==> src/hdl/ecgbp_pkg.sv <==
package ecgbp_pkg;

    // Data format
    localparam int ADC_BITS         = 12;
    localparam int SAMPLE_FRAC_BITS = 16;
    localparam int COEF_FRAC_BITS   = 44;

    localparam int TIME_W   = 32;
    localparam int SAMPLE_W = 32;
    localparam int RAW_W    = 22;
    localparam int COEF_W   = 64;
    localparam int HALF_W   = COEF_W / 2;
    localparam int PROD_W   = HALF_W + 1 + SAMPLE_W;
    localparam int ACC_W    = COEF_W + SAMPLE_W + 4;

    // Millivolt scaling: 3.3 V reference, gain 100, V -> mV gives 33 / full scale
    localparam int MV_SCALE  = 33;
    localparam int MV_BITS   = $clog2(MV_SCALE);
    localparam int FS_CODE   = (1 << ADC_BITS) - 1;
    localparam int HALF_FS   = FS_CODE / 2;
    localparam int QUOT_W    = SAMPLE_FRAC_BITS + MV_BITS;
    localparam int DVD_W     = ADC_BITS + QUOT_W;
    // each fold by 2^ADC_BITS - 1 strips ADC_BITS bits off the remainder
    localparam int DIV_STEPS = (DVD_W + ADC_BITS - 1) / ADC_BITS + 1;

    // Filter structure: fourth order direct form I
    localparam int HIST_DEPTH = 4;
    localparam int HIST_IDX_W = $clog2(HIST_DEPTH);
    localparam int N_TERMS    = 2 * HIST_DEPTH + 1;
    localparam int TERM_W     = $clog2(N_TERMS);
    localparam int MAC_STEPS  = 2 * N_TERMS;
    localparam int CNT_MAX    = (DIV_STEPS > MAC_STEPS) ? DIV_STEPS : MAC_STEPS;
    localparam int CNT_W      = $clog2(CNT_MAX);

    localparam logic [SAMPLE_W-1:0] SAT_MAX = {1'b0, {(SAMPLE_W-1){1'b1}}};
    localparam logic [SAMPLE_W-1:0] SAT_MIN = {1'b1, {(SAMPLE_W-1){1'b0}}};

    // Coefficient design constants
    localparam int          WF         = 56;
    localparam logic [63:0] PI_Q60     = 64'h3243F6A8885A308D;
    localparam int          RATE_HZ    = 500;
    localparam int          PI_SHIFT_F = 16;    // Q60 -> Q56
    localparam int          LP_TWO_F0  = 80;    // 2 * 40 Hz
    localparam int          HP_TWO_F0  = 1;     // 2 * 0.5 Hz
    localparam int          AL1_NUM    = 26131; // 2.6131
    localparam int          AL2_NUM    = 34142; // 3.4142
    localparam int          AL_DEN     = 10000;

    typedef logic [63:0] t_u64;
    typedef logic signed [COEF_W-1:0] t_coef;
    typedef logic [N_TERMS-1:0][COEF_W-1:0] t_coef_set;
    typedef logic [HIST_DEPTH-1:0][SAMPLE_W-1:0] t_hist;

    typedef enum logic [0:0] {
        STAGE_LP,
        STAGE_HP
    } t_stage;

    typedef enum logic [2:0] {
        S_IDLE,
        S_DIV,
        S_MAC,
        S_DRAIN,
        S_FIN,
        S_DONE
    } t_state;

    typedef struct packed {
        logic              load_in;
        logic              div_step;
        logic              acc_clear;
        logic              mul_en;
        logic [TERM_W-1:0] term;
        logic              half;
        logic              acc_en;
        logic              finish;
        logic              load_out;
        t_stage            stage;
    } t_cmd;

    // (a * b) / c over a 128-bit product, restoring, truncating
    function automatic t_u64 muldiv(input t_u64 a, input t_u64 b, input t_u64 c);
        logic [127:0] w;
        t_u64         r;
        t_u64         q;
        logic         top;
        int           i;
        w = {64'd0, a} * {64'd0, b};
        r = '0;
        q = '0;
        if (c == 64'd0) begin
            return '1;
        end
        for (i = 127; i >= 0; i--) begin
            top = r[63];
            r   = {r[62:0], w[i]};
            q   = {q[62:0], 1'b0};
            if (top || (r >= c)) begin
                r    = r - c;
                q[0] = 1'b1;
            end
        end
        return q;
    endfunction

    function automatic t_u64 mulq(input t_u64 a, input t_u64 b);
        return muldiv(a, b, 64'd1 << WF);
    endfunction

    // num / d to COEF_FRAC_BITS, rounded half away from zero
    function automatic t_coef quant(input t_u64 num, input t_u64 d);
        logic neg;
        t_u64 mag;
        t_u64 q;
        neg = num[63];
        mag = neg ? (64'd0 - num) : num;
        q   = muldiv(mag, 64'd1 << (COEF_FRAC_BITS + 1), d);
        q   = (q + 64'd1) >> 1;
        return neg ? t_coef'(64'd0 - q) : t_coef'(q);
    endfunction

    // Bilinear Butterworth section. Order: b0..b4, then -a1..-a4.
    function automatic t_coef_set design_coefs(input t_u64 beta, input logic hp);
        t_u64      wone;
        t_u64      b2, b3, b4;
        t_u64      al1, al2, t1, t2, t3, d;
        t_u64      na [HIST_DEPTH];
        t_u64      nb [HIST_DEPTH+1];
        t_coef_set c;
        int        i;
        wone = 64'd1 << WF;
        b2   = mulq(beta, beta);
        b3   = mulq(b2, beta);
        b4   = mulq(b3, beta);
        al1  = muldiv(64'(AL1_NUM), wone, 64'(AL_DEN));
        al2  = muldiv(64'(AL2_NUM), wone, 64'(AL_DEN));
        t3   = mulq(al1, b3);
        t2   = mulq(al2, b2);
        t1   = mulq(al1, beta);
        d    = b4 + 64'd2 * t3 + 64'd4 * t2 + 64'd8 * t1 + 64'd16 * wone;
        na[0] = 64'd4 * b4 + 64'd4 * t3 - 64'd16 * t1 - 64'd64 * wone;
        na[1] = 64'd6 * b4 - 64'd8 * t2 + 64'd96 * wone;
        na[2] = 64'd4 * b4 - 64'd4 * t3 + 64'd16 * t1 - 64'd64 * wone;
        na[3] = b4 - 64'd2 * t3 + 64'd4 * t2 - 64'd8 * t1 + 64'd16 * wone;
        if (hp) begin
            nb[0] = 64'd16 * wone;
            nb[1] = 64'd0 - 64'd64 * wone;
            nb[2] = 64'd96 * wone;
            nb[3] = 64'd0 - 64'd64 * wone;
            nb[4] = 64'd16 * wone;
        end else begin
            nb[0] = b4;
            nb[1] = 64'd4 * b4;
            nb[2] = 64'd6 * b4;
            nb[3] = 64'd4 * b4;
            nb[4] = b4;
        end
        for (i = 0; i <= HIST_DEPTH; i++) begin
            c[i] = quant(nb[i], d);
        end
        for (i = 0; i < HIST_DEPTH; i++) begin
            c[HIST_DEPTH + 1 + i] = -quant(na[i], d);
        end
        return c;
    endfunction

    localparam t_u64 BETA_LP = muldiv(PI_Q60, 64'(LP_TWO_F0), 64'(RATE_HZ * PI_SHIFT_F));
    localparam t_u64 BETA_HP = muldiv(PI_Q60, 64'(HP_TWO_F0), 64'(RATE_HZ * PI_SHIFT_F));
    localparam t_coef_set LP_COEF = design_coefs(BETA_LP, 1'b0);
    localparam t_coef_set HP_COEF = design_coefs(BETA_HP, 1'b1);

endpackage

==> src/hdl/ecgbp_ctrl.sv <==
module ecgbp_ctrl (
    input  logic            i_clk,
    input  logic            i_rst_n,
    input  logic            i_in_valid,
    output logic            o_in_ready,
    output logic            o_out_valid,
    input  logic            i_out_ready,
    output ecgbp_pkg::t_cmd o_cmd
);
    import ecgbp_pkg::*;

    t_state           r_state, n_state;
    logic [CNT_W-1:0] r_cnt, n_cnt;
    t_stage           r_stage, n_stage;
    logic             r_out_valid, n_out_valid;
    logic             w_out_free;

    assign w_out_free  = !r_out_valid || i_out_ready;
    assign o_in_ready  = (r_state == S_IDLE);
    assign o_out_valid = r_out_valid;

    always_ff @(posedge i_clk) begin
        if (!i_rst_n) begin
            r_state     <= S_IDLE;
            r_cnt       <= '0;
            r_stage     <= STAGE_LP;
            r_out_valid <= 1'b0;
        end else begin
            r_state     <= n_state;
            r_cnt       <= n_cnt;
            r_stage     <= n_stage;
            r_out_valid <= n_out_valid;
        end
    end

    // next state
    always_comb begin
        n_state     = r_state;
        n_cnt       = r_cnt;
        n_stage     = r_stage;
        n_out_valid = r_out_valid && !i_out_ready;
        unique case (r_state)
            S_IDLE: begin
                if (i_in_valid) begin
                    n_state = S_DIV;
                    n_cnt   = '0;
                end
            end
            S_DIV: begin
                if (r_cnt == CNT_W'(DIV_STEPS - 1)) begin
                    n_state = S_MAC;
                    n_cnt   = '0;
                    n_stage = STAGE_LP;
                end else begin
                    n_cnt = r_cnt + CNT_W'(1);
                end
            end
            S_MAC: begin
                if (r_cnt == CNT_W'(MAC_STEPS - 1)) begin
                    n_state = S_DRAIN;
                end else begin
                    n_cnt = r_cnt + CNT_W'(1);
                end
            end
            S_DRAIN: begin
                n_state = S_FIN;
            end
            S_FIN: begin
                if (r_stage == STAGE_LP) begin
                    n_state = S_MAC;
                    n_cnt   = '0;
                    n_stage = STAGE_HP;
                end else begin
                    n_state = S_DONE;
                end
            end
            S_DONE: begin
                if (w_out_free) begin
                    n_state     = S_IDLE;
                    n_out_valid = 1'b1;
                end
            end
            default: begin
                n_state = S_IDLE;
            end
        endcase
    end

    // commands
    always_comb begin
        o_cmd       = '0;
        o_cmd.stage = r_stage;
        unique case (r_state)
            S_IDLE: begin
                o_cmd.load_in   = i_in_valid;
                o_cmd.acc_clear = i_in_valid;
            end
            S_DIV: begin
                o_cmd.div_step = 1'b1;
            end
            S_MAC: begin
                o_cmd.mul_en = 1'b1;
                o_cmd.term   = TERM_W'(r_cnt >> 1);
                o_cmd.half   = r_cnt[0];
                o_cmd.acc_en = (r_cnt != '0);
            end
            S_DRAIN: begin
                o_cmd.acc_en = 1'b1;
            end
            S_FIN: begin
                o_cmd.finish    = 1'b1;
                o_cmd.acc_clear = 1'b1;
            end
            S_DONE: begin
                o_cmd.load_out = w_out_free;
            end
            default: begin
                o_cmd.stage = r_stage;
            end
        endcase
    end

    a_accept_starts_div: assert property (@(posedge i_clk) disable iff (!i_rst_n)
        (i_in_valid && o_in_ready) |=> (r_state == S_DIV))
        else $error("accepted sample did not start scaling");

    a_no_overwrite: assert property (@(posedge i_clk) disable iff (!i_rst_n)
        o_cmd.load_out |-> (!r_out_valid || i_out_ready))
        else $error("result register overwritten before transfer");

    a_mac_count: assert property (@(posedge i_clk) disable iff (!i_rst_n)
        (r_state == S_MAC) |-> (r_cnt < CNT_W'(MAC_STEPS)))
        else $error("tap counter out of range");

    a_hp_after_lp: assert property (@(posedge i_clk) disable iff (!i_rst_n)
        (r_state == S_FIN && r_stage == STAGE_LP) |=>
            (r_state == S_MAC && r_stage == STAGE_HP && r_cnt == '0))
        else $error("high-pass stage did not follow low-pass");

endmodule

==> config.mk <==
export PLATFORM = sky130hd
export DESIGN_NAME = ecgbp_ctrl
export DESIGN_NICKNAME = d
export VERILOG_FILES = /design/src/hdl/ecgbp_pkg.sv /design/src/hdl/ecgbp_ctrl.sv
export SDC_FILE = /design/constraint.sdc
export NUM_CORES = 1
export LEC_CHECK = 0
export BUFFER_PORTS_ARGS = -buffer_cell sky130_fd_sc_hd__buf_2
export CORE_MARGIN = 3
export CORE_UTILIZATION = 50
export CTS_CLUSTER_SIZE = 25
export DETAILED_ROUTE_END_ITERATION = 6
export PLACE_DENSITY = 0.83
export REMOVE_ABC_BUFFERS = 1
export SKIP_LAST_GASP = 1
export SLEW_MARGIN = 20
export SYNTH_ARGS = -nofsm -noshare
export SYNTH_HDL_FRONTEND = slang
export SYNTH_SLANG_ARGS = --single-unit
==> constraint.sdc <==
create_clock -name i_clk -period 1.65 [get_ports i_clk]
set_input_delay 0.165 -clock i_clk [delete_from_list [all_inputs] [get_ports i_clk]]
set_output_delay 0.165 -clock i_clk [all_outputs]
set_load 0.005 [all_outputs]
### Word level (Yosys, flattened, before mapping)

Index checks and enable logic that the tools add are counted.

| cells by class | value |
|---|---|
| equal/unequal tests | 13 |
| add/subtract/negate cells | 1 |
| reduce and logical (&&, ||, !) cells | 11 |
| multiplexer cells | 22 |

Operator list:

| kind | number |
|---|---|
| two-way mux 5 bit | 4 |
| one-hot mux 5 bit (4 select lines) | 1 |
| one-hot mux 3 bit (6 select lines) | 1 |
| two-way mux 3 bit | 5 |
| inequality test 2 bit (second input constant) | 6 |
| AND reduction 4 bit | 2 |
| two-way mux 1 bit | 7 |
| == test 3 x 2 -> 1 bit (second input constant) | 2 |
| == test 3 bit (second input constant) | 2 |
| two-way mux 6 bit | 1 |
| one-hot mux 1 bit (2 select lines) | 3 |
| adder 5 x 1 -> 5 bit (second input constant) | 1 |
| == test 5 x 2 -> 1 bit (second input constant) | 1 |
| == test 5 bit (second input constant) | 1 |
| nonzero test 5 bit | 1 |
| nonzero test 4 bit | 1 |
| == test 3 x 1 -> 1 bit (second input constant) | 1 |
| zero test 3 bit | 1 |
| zero test 1 bit | 2 |
| AND reduction 2 bit | 1 |
| nonzero test 2 bit | 1 |
| logical AND 1 bit | 1 |
| logical OR 1 bit | 1 |

| storage, ports and cells | value |
|---|---|
| input bits | 4 |
| output and inout bits | 15 |
| logic and storage cells | 51 |
| bits in registers | 10 |

### Depth between registers and ports, before layout

Gate-level depths: netlist (run 1).

| logic depth | value |
|---|---|
| depth after elaboration | 4 |
| gate-level depth with buffers | 5 |
| gate-level depth less buffers | 5 |

### Worst setup path after synthesis (run 1)

No wires, ideal clock.

| timing | value |
|---|---|
| path type | flip-flop to flip-flop |
| start | register r_state[0] |
| end | register r_cnt[3] |
| required time | 1580 ps |
| setup slack | 241 ps |
| period minus slack after synthesis | 1409 ps |
| buffers on the path | 0 |
| stages on the path, launching flop included | 6 |
| library setup time | 70 ps |
| arrival | 1339 ps |
| cell sequence | dfxtp_1 -> or3b_4 -> clkinv_2 -> a211oi_2 -> or3_1 -> a21oi_1 |

| between the ends | value |
|---|---|
| word-level cells in the longest chain between the ends | 3 |
| elaborated cells on any way between the ends | 10 |
| those cells by class | eq/ne: 6; mux: 1; reduce/logical: 3 |

Ends and longest elaborated chain:

| item | line | RTL |
|---|---|---|
| from (decl) | ecgbp_ctrl.sv:12 | `t_state r_state, n_state;` |
| from (signal assigned) | ecgbp_ctrl.sv:29 | `r_state <= n_state;` |
| == test 3 x 2 -> 1 bit, or another cell as far along | ecgbp_ctrl.sv:42 | `unique case (r_state)` |
| inequality test 2 bit (no line) / nonzero test 4 bit (equally long branches) | - |  |
| AND reduction 4 bit (no line) | - |  |
| to (signal assigned) | ecgbp_ctrl.sv:30 | `r_cnt <= n_cnt;` |
| to (decl) | ecgbp_ctrl.sv:13 | `logic [CNT_W-1:0] r_cnt, n_cnt;` |

Several ways; a longest one is shown, not always the timed one.
A chain may end at the register's enable or synchronous reset.

==> results of run 1 <==
==> layer usage <==
layer | GRT usage | up-vias | wire (um) | part of all wire
li1 | - | 380 | - | -
met1 | 0.2678 | 335 | 808 | 0.48
met2 | 0.3052 | 28 | 745 | 0.45
met3 | 0.02439 | 4 | 93 | 0.056
met4 | 0.07229 | 0 | 22 | 0.013
met5 | 0 | - | 0 | 0
==> worst max-delay path by stage <==
stage / depth (start not counted) / endpoint / slack (ns)
final: 4 / o_cmd[4] / 0.05
after detailed placement: 5 / r_cnt[1]$_SDFFE_PN0P_ / 0.08
after CTS: 4 / o_cmd[4] / 0.03
after global placement: 4 / r_cnt[0]$_SDFFE_PN0P_ / 0.18
after global routing: 4 / r_cnt[1]$_SDFFE_PN0P_ / -0.03
after floorplan: 5 / r_cnt[3]$_SDFFE_PN0P_ / 0.06
==> metrics by stage <==
stage	cell area [um^2]	std cells
6_report	908.4	132
5_1_grt	908.4	132
4_1_cts	892.1	132
3_5_place_dp	865.8	129
3_3_place_gp	865.8	129
2_1_floorplan	681.9	86
==> placed cells by master (no fill, tap or decap), drive strengths merged <==
cell and n:
buf 28, dfxtp 10, a21oi 7, o21ai 7, nor2 6, nand3 5, inv 4, and3 4
nand2b 4, nor2b 3, ha 3, clkbuf 3, nor4b 3, or3b 2, nor3 2, a31oi 2
or3 2, nand3b 2, nand2 2, mux2i 2, nor4 2, clkinv 2, and2 1, or2 1
a211oi 1, and2b 1, a22oi 1, a41o 1, o21a 1, o31ai 1, o22ai 1, nand4b 1
o211ai 1, a21boi 1
==> cells in the mapped netlist <==
cell type,count
dfxtp_1,10
a21oi_1,7
nor2_1,6
nand3_1,5
and3_1,4
inv_1,4
nand2b_1,4
o21ai_0,4
ha_1,3
nor2b_1,3
nor4b_1,3
o21ai_1,3
a31oi_1,2
buf_2,2
buf_4,2
clkbuf_1,2
mux2i_1,2
nand2_1,2
nand3b_1,2
nor3_1,2
nor4_1,2
or3_1,2
a211oi_2,1
a21boi_0,1
a22oi_1,1
a41o_2,1
and2_1,1
and2b_2,1
clkbuf_8,1
clkinv_1,1
clkinv_2,1
nand4b_1,1
o211ai_1,1
o21a_1,1
o22ai_1,1
o31ai_1,1
or2_1,1
or3b_1,1
or3b_4,1
==> worst max-delay path: stages, from the launching register on <==
cell and delay [ns]:
dfxtp_4 0.40, or3b_4 0.41, buf_4 0.16, nor2_1 0.09, buf_2 0.12
==> cells by family (layout without fill, tap and decap cells) <==
family | count (synthesis) | in the layout
flops | 10 | 10
compound gates | 24 | 24
buf+inv | 13 | 37
fa+ha+maj | 3 | 3
simple gates | 41 | 41
mux | 2 | 2
==> power by group through the flow <==
| stage | clock (mW) | combinational, mW | sequential, mW |
|---|---|---|---|
| 5_1_grt | 0.180 | 0.0878 | 0.248 |
| 6_report | 0.167 | 0.0777 | 0.248 |
| 2_1_floorplan | 0 | 0.0409 | 0.257 |
| 3_3_place_gp | 0 | 0.0722 | 0.254 |
| 3_5_place_dp | 0 | 0.0740 | 0.254 |
| 4_1_cts | 0.169 | 0.0742 | 0.247 |
==> flip-flops by register name, summed over array words and instances (netlist names) <==
signal / cells
o_out_valid: 1
r_cnt: 5
r_stage: 1
r_state: 3
==> what timing repair did <==
item	in CTS	in global routing
endpoints found under the setup margin	2	3
gates resized for setup	2	3
hold buffers	0	0
==> layout make-up <==
class / count / share of cell area
Sequential cell: 10 / 0.2245
Tap cell: 15 / 0.02066
Clock buffer: 3 / 0.02479
Inverter: 6 / 0.02617
Multi-Input combinational cell: 70 / 0.5220
Timing Repair Buffer: 28 / 0.1818
==> summary.md, run 1 <==
| Metric | Value |
|---|---|
| Outcome | `completed` |
| R2R Path Start | `r_state[0]$_SDFFE_PN0P_` |
| Critical Path Start Type | `flop` |
| Worst hold endpoint | `o_out_valid$_SDFF_PN0_` |
| Via count of the routed design | `747` |
| Combinational group share of total power | `0.158` |
| Pre-CTS setup slack | `0.08322 ns` |
| Min Tclk post-route | `1.602 ns` |
| Largest net degree at the start of global routing | `13` |
| N_diodes | `0` |
| DP HPWL | `1.304 mm` |
| Worst Setup Path Type | `reg -> out` |
| Final hold vios | `0` |
| Remaining Overflow, GRT | `0` |
| Switching Share | `0.2589` |
| Synthesized cell area | `728.2 um^2` |
| Worst EP required | `1.48 ns` |
| Syn avg cell area | `7.830 um^2` |
| Starting Density | `0.5460` |
| Clock latency on the worst-skew pair | `0.26 ns` |
| Post-Route WL | `1.669 mm` |
| Worst r2r dst | `r_cnt[3]$_SDFFE_PN0P_` |
| Final setup violation count | `0` |
| Area added between synthesis and finish | `24.74%` |
| Max cap viols | `0` |
| CTS buffer count | `3` |
| Vias in the first global route | `671` |
| Sequential area share after synthesis | `0.2749` |
| Worst hold path class | `in -> reg` |
| Clk buf depth | `2` |
| Period utilization | `0.9708` |
| Register-to-register setup slack | `0.09 ns` |
| Max Slew Vio Count | `0` |
| Final GP Congestion | `0.8810` |
| Int Pwr | `0.3645 mW` |
| Cell count after synthesis | `93` |
| Yosys top cell by area | `dfxtp_1` |
| Largest family of logic cells by synthesized area | `simple AND/OR/NAND/NOR gates` |
| Postcts setup bufs | `0` |
| Clock Tree Root | `clkbuf_4` |
| Multi-input gate area | `474.2 um^2` |
| CTS tree | `built` |
| Site Rows | `13` |
| # fillers | `117` |
| Final core utilization | `0.6811` |
| Clk sinks | `10` |
| Worst hold start | `i_out_ready` |
| Worst slew pin tran | `0.3727 ns` |
| Multiplexer share of the synthesized area | `0.02749` |
| GRT Util Overall | `0.1937` |
| Synth top area cells | `dfxtp_1, ha_1, a21oi_1` |
| Relative slew slack | `0.7509` |
| Routed len/inst | `12.64 um` |
| Synth Area in Simple Gates | `0.3436` |
| Clock Skew | `0.002331 ns` |
| DR pass1 iterations | `4` |
| Critical Path Sink Type | `output port` |
| P_leak | `0.4052 nW` |
| Adder-Cell Fraction of Synth Area | `0.05155` |
| Yosys warning count | `0` |
| I/O Pins | `19` |
| Synth Area in Compound Gates | `0.2062` |
| Worst-path maximum fanout | `11` |
| Post-synth top area share | `0.2749` |
| H-tree Lvls | `1` |
| Worst reg2reg path depth | `5` |
| Total power | `0.4918 mW` |
| Clock transition at the registers of the reported paths | `0.06 ns` |
| Hold Crit Depth | `3` |
| Worst Setup SP | `r_state[1]$_SDFFE_PN0P_` |
| Yosys reg bits | `10` |
| Fin Hold WS | `0.1980 ns` |
| I/O Buffers | `18` |
| Via density | `5.659` |
| TNS Setup | `0 ns` |
| Arrival time worst endpoint | `1.44 ns` |
| Pwr/cell area | `541.4 nW/um^2` |
| DR iter-0 viols | `7` |
| Yosys cell types | `39` |
| Post-Synth XOR/XNOR Area | `0` |
| Clock Power Share | `0.339` |
| Final setup margin | `0.04824 ns` |
| RSZ-0062 raised after global routing | `yes` |
| Nets | `126` |
| Post-route ant nets | `0` |
| Die width | `44.16 um` |
| DRC violations left | `0` |
| Antenna violations before repair | `0` |
| Reg area | `203.9 um^2` |
| Full die area | `1950 um^2` |
| Max frequency | `0.6243 GHz` |
| First-pass GRT wire length | `2.904 mm` |
| Die Y | `44.16 um` |
| Core area | `1334 um^2` |
| Net Switching | `0.1273 mW` |
| Layout cells sized above 1 | `0.3333` |
| Maximum VDD drop | `0.4813 mV` |
| Reg power frac | `0.503` |
(Power assumes the default switching activity.)
==> run 2, diff against run 1 <==
CAP_MARGIN = 20   (was not set)
SETUP_SLACK_MARGIN = 0.15   (was not set)
==> summary.md, run 2 (same netlist as run 1, synthesis figures left out) <==
| Metric | Value |
|---|---|
| Switching Share | `0.2627` |
| CTS Hold Buffers Added | `0` |
| CP Depth | `4` |
| Final hold vios | `0` |
| WP buf/inv | `3` |
| Remaining Overflow, GRT | `0` |
| Crit-path cells | `or3b_4 > buf_4 > clkinv_1 > buf_2` |
| Clk buf depth | `2` |
| Commonest non-fill, non-tap cell in the layout | `buf_2` |
| Arrival time worst endpoint | `1.36 ns` |
| Pre-CTS setup slack | `0.08322 ns` |
| CTS buffer count | `3` |
| Hold Crit Depth | `3` |
| H-tree Lvls | `1` |
| Int Pwr | `0.3671 mW` |
| Max cap viols | `0` |
| CP top delay family | `simple AND/OR/NAND/NOR gates` |
| GRT Util Overall | `0.2087` |
| Final setup margin | `0.1201 ns` |
| DR iter-0 viols | `32` |
| N_diodes | `0` |
| Top reg by flops | `r_cnt` |
| Die Y | `44.16 um` |
| Slowest CP cell | `or3b_4` |
| Final setup violation count | `0` |
| DP HPWL | `1.304 mm` |
| Final GP Congestion | `0.8810` |
| Worst hold endpoint | `o_out_valid$_SDFF_PN0_` |
| Layout cells sized above 1 | `0.4380` |
| Post-route cell area | `979.7 um^2` |
| Max Slew Vio Count | `0` |
| Clk sinks | `10` |
| R2R Path Start | `r_state[1]$_SDFFE_PN0P_` |
| Worst-path maximum fanout | `7` |
| Pwr/cell area | `508.2 nW/um^2` |
| Worst Setup Path Type | `reg -> out` |
| Crit-path max cell delay | `0.40 ns` |
| Via count of the routed design | `793` |
| Net Switching | `0.1308 mW` |
| P_leak | `0.4341 nW` |
| Worst hold path class | `in -> reg` |
| Clock Skew | `0.003317 ns` |
| Reg power frac | `0.497` |
| Full die area | `1950 um^2` |
| Outcome | `completed` |
| Worst EP required | `1.48 ns` |
| Starting Density | `0.5460` |
| Worst hold start | `i_out_ready` |
| Dpl cells | `129` |
| DRC violations left | `0` |
| Relative slew slack | `0.7758` |
| Clock Power Share | `0.335` |
| Antenna violations before repair | `0` |
| Clock transition at the registers of the reported paths | `0.07 ns` |
| Register-to-register setup slack | `0.14 ns` |
| Via density | `5.831` |
| Critical Path Sink Type | `output port` |
| Routed len/inst | `13.89 um` |
| TNS Setup | `0 ns` |
| Largest net degree at the start of global routing | `13` |
| First-pass GRT wire length | `3.111 mm` |
| Site Rows | `13` |
| Clock latency on the worst-skew pair | `0.26 ns` |
| Vias in the first global route | `713` |
| Worst slew pin tran | `0.3353 ns` |
| Core area | `1334 um^2` |
| RSZ-0062 raised after global routing | `yes` |
| Worst r2r dst | `r_cnt[3]$_SDFFE_PN0P_` |
| Most frequent cells in the layout | `buf_2, buf_4, dfxtp_1` |
| Maximum VDD drop | `0.4879 mV` |
| Post-route ant nets | `0` |
| Area added between synthesis and finish | `34.54%` |
| Clock Tree Root | `clkbuf_4` |
| I/O Pins | `19` |
| Critical Path Start Type | `flop` |
| Area post-placement | `865.8 um^2` |
| Post-Route WL | `1.889 mm` |
| Die width | `44.16 um` |
| Worst reg2reg path depth | `5` |
| Min Tclk post-route | `1.530 ns` |
| Max reg flops | `5` |
| Combinational group share of total power | `0.168` |
| Final std cells w/o fill | `136` |
| Period utilization | `0.9272` |
| I/O Buffers | `18` |
| Max frequency | `0.6536 GHz` |
| Nets | `130` |
| CTS tree | `built` |
| DR pass1 iterations | `4` |
| Largest regs | `r_cnt (5), r_state (3)` |
run 2: worst reg2reg max path: cells and delay by family, from the launching register on:
kind | cells | cell delay, ns
simple gates | 2 | 0.81
flops | 1 | 0.37
compound gates | 2 | 0.19
buf+inv | 1 | 0.08
run 2: power by group through the flow:
stage | sequential (mW) | combinational, mW | clock (mW)
after detailed placement | 0.254 | 0.0740 | 0
after floorplan | 0.257 | 0.0409 | 0
after global placement | 0.254 | 0.0722 | 0
after CTS | 0.248 | 0.0747 | 0.169
final | 0.247 | 0.0838 | 0.167
after global routing | 0.248 | 0.0929 | 0.180
run 2: metrics by stage:
| stage | hold WS [ns] | utilization | total power, mW |
|---|---|---|---|
| after floorplan | 0.2825 | - | 0.2982 |
| after global placement | 0.4684 | 0.6492 | 0.3258 |
| after detailed placement | 0.4787 | 0.6492 | 0.3283 |
| after CTS | 0.2024 | 0.6989 | 0.4914 |
| after global routing | 0.2376 | 0.7345 | 0.5210 |
| final | 0.1969 | 0.7345 | 0.4979 |
run 2: final cells by class:
class                      count  area, um^2
inverter                       6       25.02
timing repair buffer          32       198.9
tap                           15       18.77
fill                         105       354.1
clock buffer                   3       22.52
multi-input combinational     70       505.5
sequential                    10       209.0
run 2: per-layer routing:
layer | global-route usage | share of wire | vias to the layer above | routed length, um
li1 | - | - | 390 | -
met1 | 0.2801 | 0.45 | 352 | 854
met2 | 0.3372 | 0.46 | 43 | 866
met3 | 0.02846 | 0.074 | 8 | 139
met4 | 0.07831 | 0.015 | 0 | 28
met5 | 0 | 0 | - | 0
run 2: how the worst max path moves through the flow:
| stage | start | endpoint |
|---|---|---|
| 6_report | r_state[1]$_SDFFE_PN0P_ | o_cmd[9] |
| 5_1_grt | r_state[1]$_SDFFE_PN0P_ | o_cmd[4] |
| 4_1_cts | r_state[1]$_SDFFE_PN0P_ | o_cmd[5] |
| 2_1_floorplan | r_state[0]$_SDFFE_PN0P_ | r_cnt[3]$_SDFFE_PN0P_ |
| 3_5_place_dp | r_state[1]$_SDFFE_PN0P_ | r_cnt[1]$_SDFFE_PN0P_ |
| 3_3_place_gp | r_state[1]$_SDFFE_PN0P_ | r_cnt[0]$_SDFFE_PN0P_ |
run 2: timing repair:
item / 4_1_cts / 5_1_grt
buffers inserted: 4 / 0
pin swaps: 0 / 4
resized for setup: 6 / 12
endpoints found under the setup margin: 9 / 10
==> run 3, diff against run 2 <==
BUFFER_PORTS_ARGS = -buffer_cell sky130_fd_sc_hd__buf_4   (was -buffer_cell sky130_fd_sc_hd__buf_2)
SETUP_SLACK_MARGIN = 0.02   (was 0.15)
==> summary.md, run 3 (same netlist as run 1, synthesis figures left out) <==
| Metric | Value |
|---|---|
| Fin Hold WS | `0.1824 ns` |
| Max frequency | `0.6497 GHz` |
| Via density | `5.710` |
| Worst slew pin tran | `0.3934 ns` |
| CTS buffer count | `3` |
| Final setup violation count | `0` |
| Post-Route WL | `1.738 mm` |
| Critical Path Sink Type | `output port` |
| P_leak | `0.4048 nW` |
| Final setup margin | `0.1108 ns` |
| Slowest CP cell | `or3b_4` |
| Worst hold path class | `in -> reg` |
| Die width | `44.16 um` |
| Crit-path cells | `or3b_4 > nor2_1 > buf_4` |
| Antenna violations before repair | `0` |
| Postcts setup bufs | `0` |
| Final std cells w/o fill | `131` |
| Die Y | `44.16 um` |
| Core area | `1334 um^2` |
| DRC violations left | `0` |
| Hold Crit Depth | `3` |
| Clock Skew | `0.004449 ns` |
| GRT Util Overall | `0.1972` |
| I/O Pins | `19` |
| N_diodes | `0` |
| DR pass1 iterations | `7` |
| Post-route ant nets | `0` |
| Layout cells sized above 1 | `0.3362` |
| Crit-path max cell delay | `0.45 ns` |
| Area post-placement | `903.4 um^2` |
| Min Tclk post-route | `1.539 ns` |
| Starting Density | `0.5460` |
| Clk sinks | `10` |
| Via count of the routed design | `748` |
| Worst Setup Path Type | `reg -> out` |
| Max Slew Vio Count | `0` |
| Worst r2r dst | `r_cnt[4]$_SDFFE_PN0P_` |
| Vias in the first global route | `637` |
| Register-to-register setup slack | `0.13 ns` |
| Area added between synthesis and finish | `29.73%` |
| Full die area | `1950 um^2` |
| Most frequent cells in the layout | `buf_4, dfxtp_1, a21oi_1` |
| Outcome | `completed` |
| Top reg by flops | `r_cnt` |
| R2R Path Start | `r_state[0]$_SDFFE_PN0P_` |
| Max reg flops | `5` |
| Clock Tree Root | `clkbuf_4` |
| Routed len/inst | `13.27 um` |
| Clock latency on the worst-skew pair | `0.27 ns` |
| Worst EP required | `1.48 ns` |
| CTS Hold Buffers Added | `0` |
| Dpl cells | `128` |
| Final hold vios | `0` |
| Remaining Overflow, GRT | `0` |
| Critical Path Start Type | `flop` |
| Largest regs | `r_cnt (5), r_state (3)` |
| Largest net degree at the start of global routing | `13` |
| Worst-path maximum fanout | `11` |
| Worst reg2reg path depth | `5` |
| CTS tree | `built` |
| Site Rows | `13` |
| DR iter-0 viols | `16` |
| I/O Buffers | `18` |
| Max cap viols | `0` |
| Commonest non-fill, non-tap cell in the layout | `buf_4` |
| Clock transition at the registers of the reported paths | `0.07 ns` |
| Period utilization | `0.9329` |
| Clk buf depth | `2` |
| Worst hold endpoint | `o_out_valid$_SDFF_PN0_` |
| Post-route cell area | `944.7 um^2` |
| First-pass GRT wire length | `2.835 mm` |
| H-tree Lvls | `1` |
| Final GP Congestion | `0.8545` |
| Arrival time worst endpoint | `1.37 ns` |
| Relative slew slack | `0.7370` |
| DP HPWL | `1.290 mm` |
| Pwr/cell area | `535.9 nW/um^2` |
| Nets | `125` |
| Maximum VDD drop | `0.4851 mV` |
| TNS Setup | `0 ns` |
| Worst hold start | `i_out_ready` |
| Pre-CTS setup slack | `0.07565 ns` |
run 3: cell types whose count changed in the layout (fill, tap and decap cells not counted), moves of 2 or more:
| cell | change |
|---|---|
| buf_4 | +14 |
| nor2_2 | -3 |
| buf_2 | -18 |
| dfxtp_4 | -2 |
| nor2_1 | +3 |
run 3: critical path: cells and delay by family, from the launching register on:
kind / cells / cell delay [ns]
buffers and inverters: 1 / 0.11
DFF: 1 / 0.43
and+or+nand+nor: 2 / 0.56
run 3: cell type report:
type,instances,area (um^2)
multi-input combinational,70,474.2
sequential,10,202.7
timing repair buffer,27,202.7
tap,15,18.77
clock buffer,3,22.52
inverter,6,23.77
fill,110,389.1
run 3: timing repair:
action / CTS / global route
endpoints found under the setup margin: 3 / 6
gates resized for setup: 1 / 4
endpoints found under the hold margin: 0 / 0
run 3: worst max-delay path by stage:
stage	startpoint	endpoint	slack (ns)	depth (start not counted)
2_1_floorplan	r_state[0]$_SDFFE_PN0P_	r_cnt[3]$_SDFFE_PN0P_	0.06	5
3_3_place_gp	r_state[1]$_SDFFE_PN0P_	r_cnt[0]$_SDFFE_PN0P_	0.12	4
3_5_place_dp	r_state[1]$_SDFFE_PN0P_	r_cnt[0]$_SDFFE_PN0P_	0.08	5
4_1_cts	r_state[1]$_SDFFE_PN0P_	o_cmd[5]	0.08	3
5_1_grt	r_state[2]$_SDFFE_PN0P_	r_cnt[4]$_SDFFE_PN0P_	-0.03	4
6_report	r_state[1]$_SDFFE_PN0P_	o_cmd[4]	0.11	3
run 3: through the flow:
step,util,power (mW)
floorplan,-,0.2982
global route,0.7083,0.5281
detailed placement,0.6773,0.3342
finish,0.7083,0.5062
CTS,0.6951,0.5002
global placement,0.6773,0.3315
run 3: per-layer routing:
metal,up-vias,share of wire,track usage
met5,-,0,0
met4,0,0.020,0.09036
met3,5,0.070,0.06098
met2,27,0.45,0.2791
met1,334,0.46,0.2709
li1,382,-,-
run 3: report_power, final:
part	total (mW)	internal, mW	switching, mW
Combinational	0.0839	0.0423	0.0416
Clock	0.172	0.0845	0.0876
Sequential	0.250	0.246	0.00471
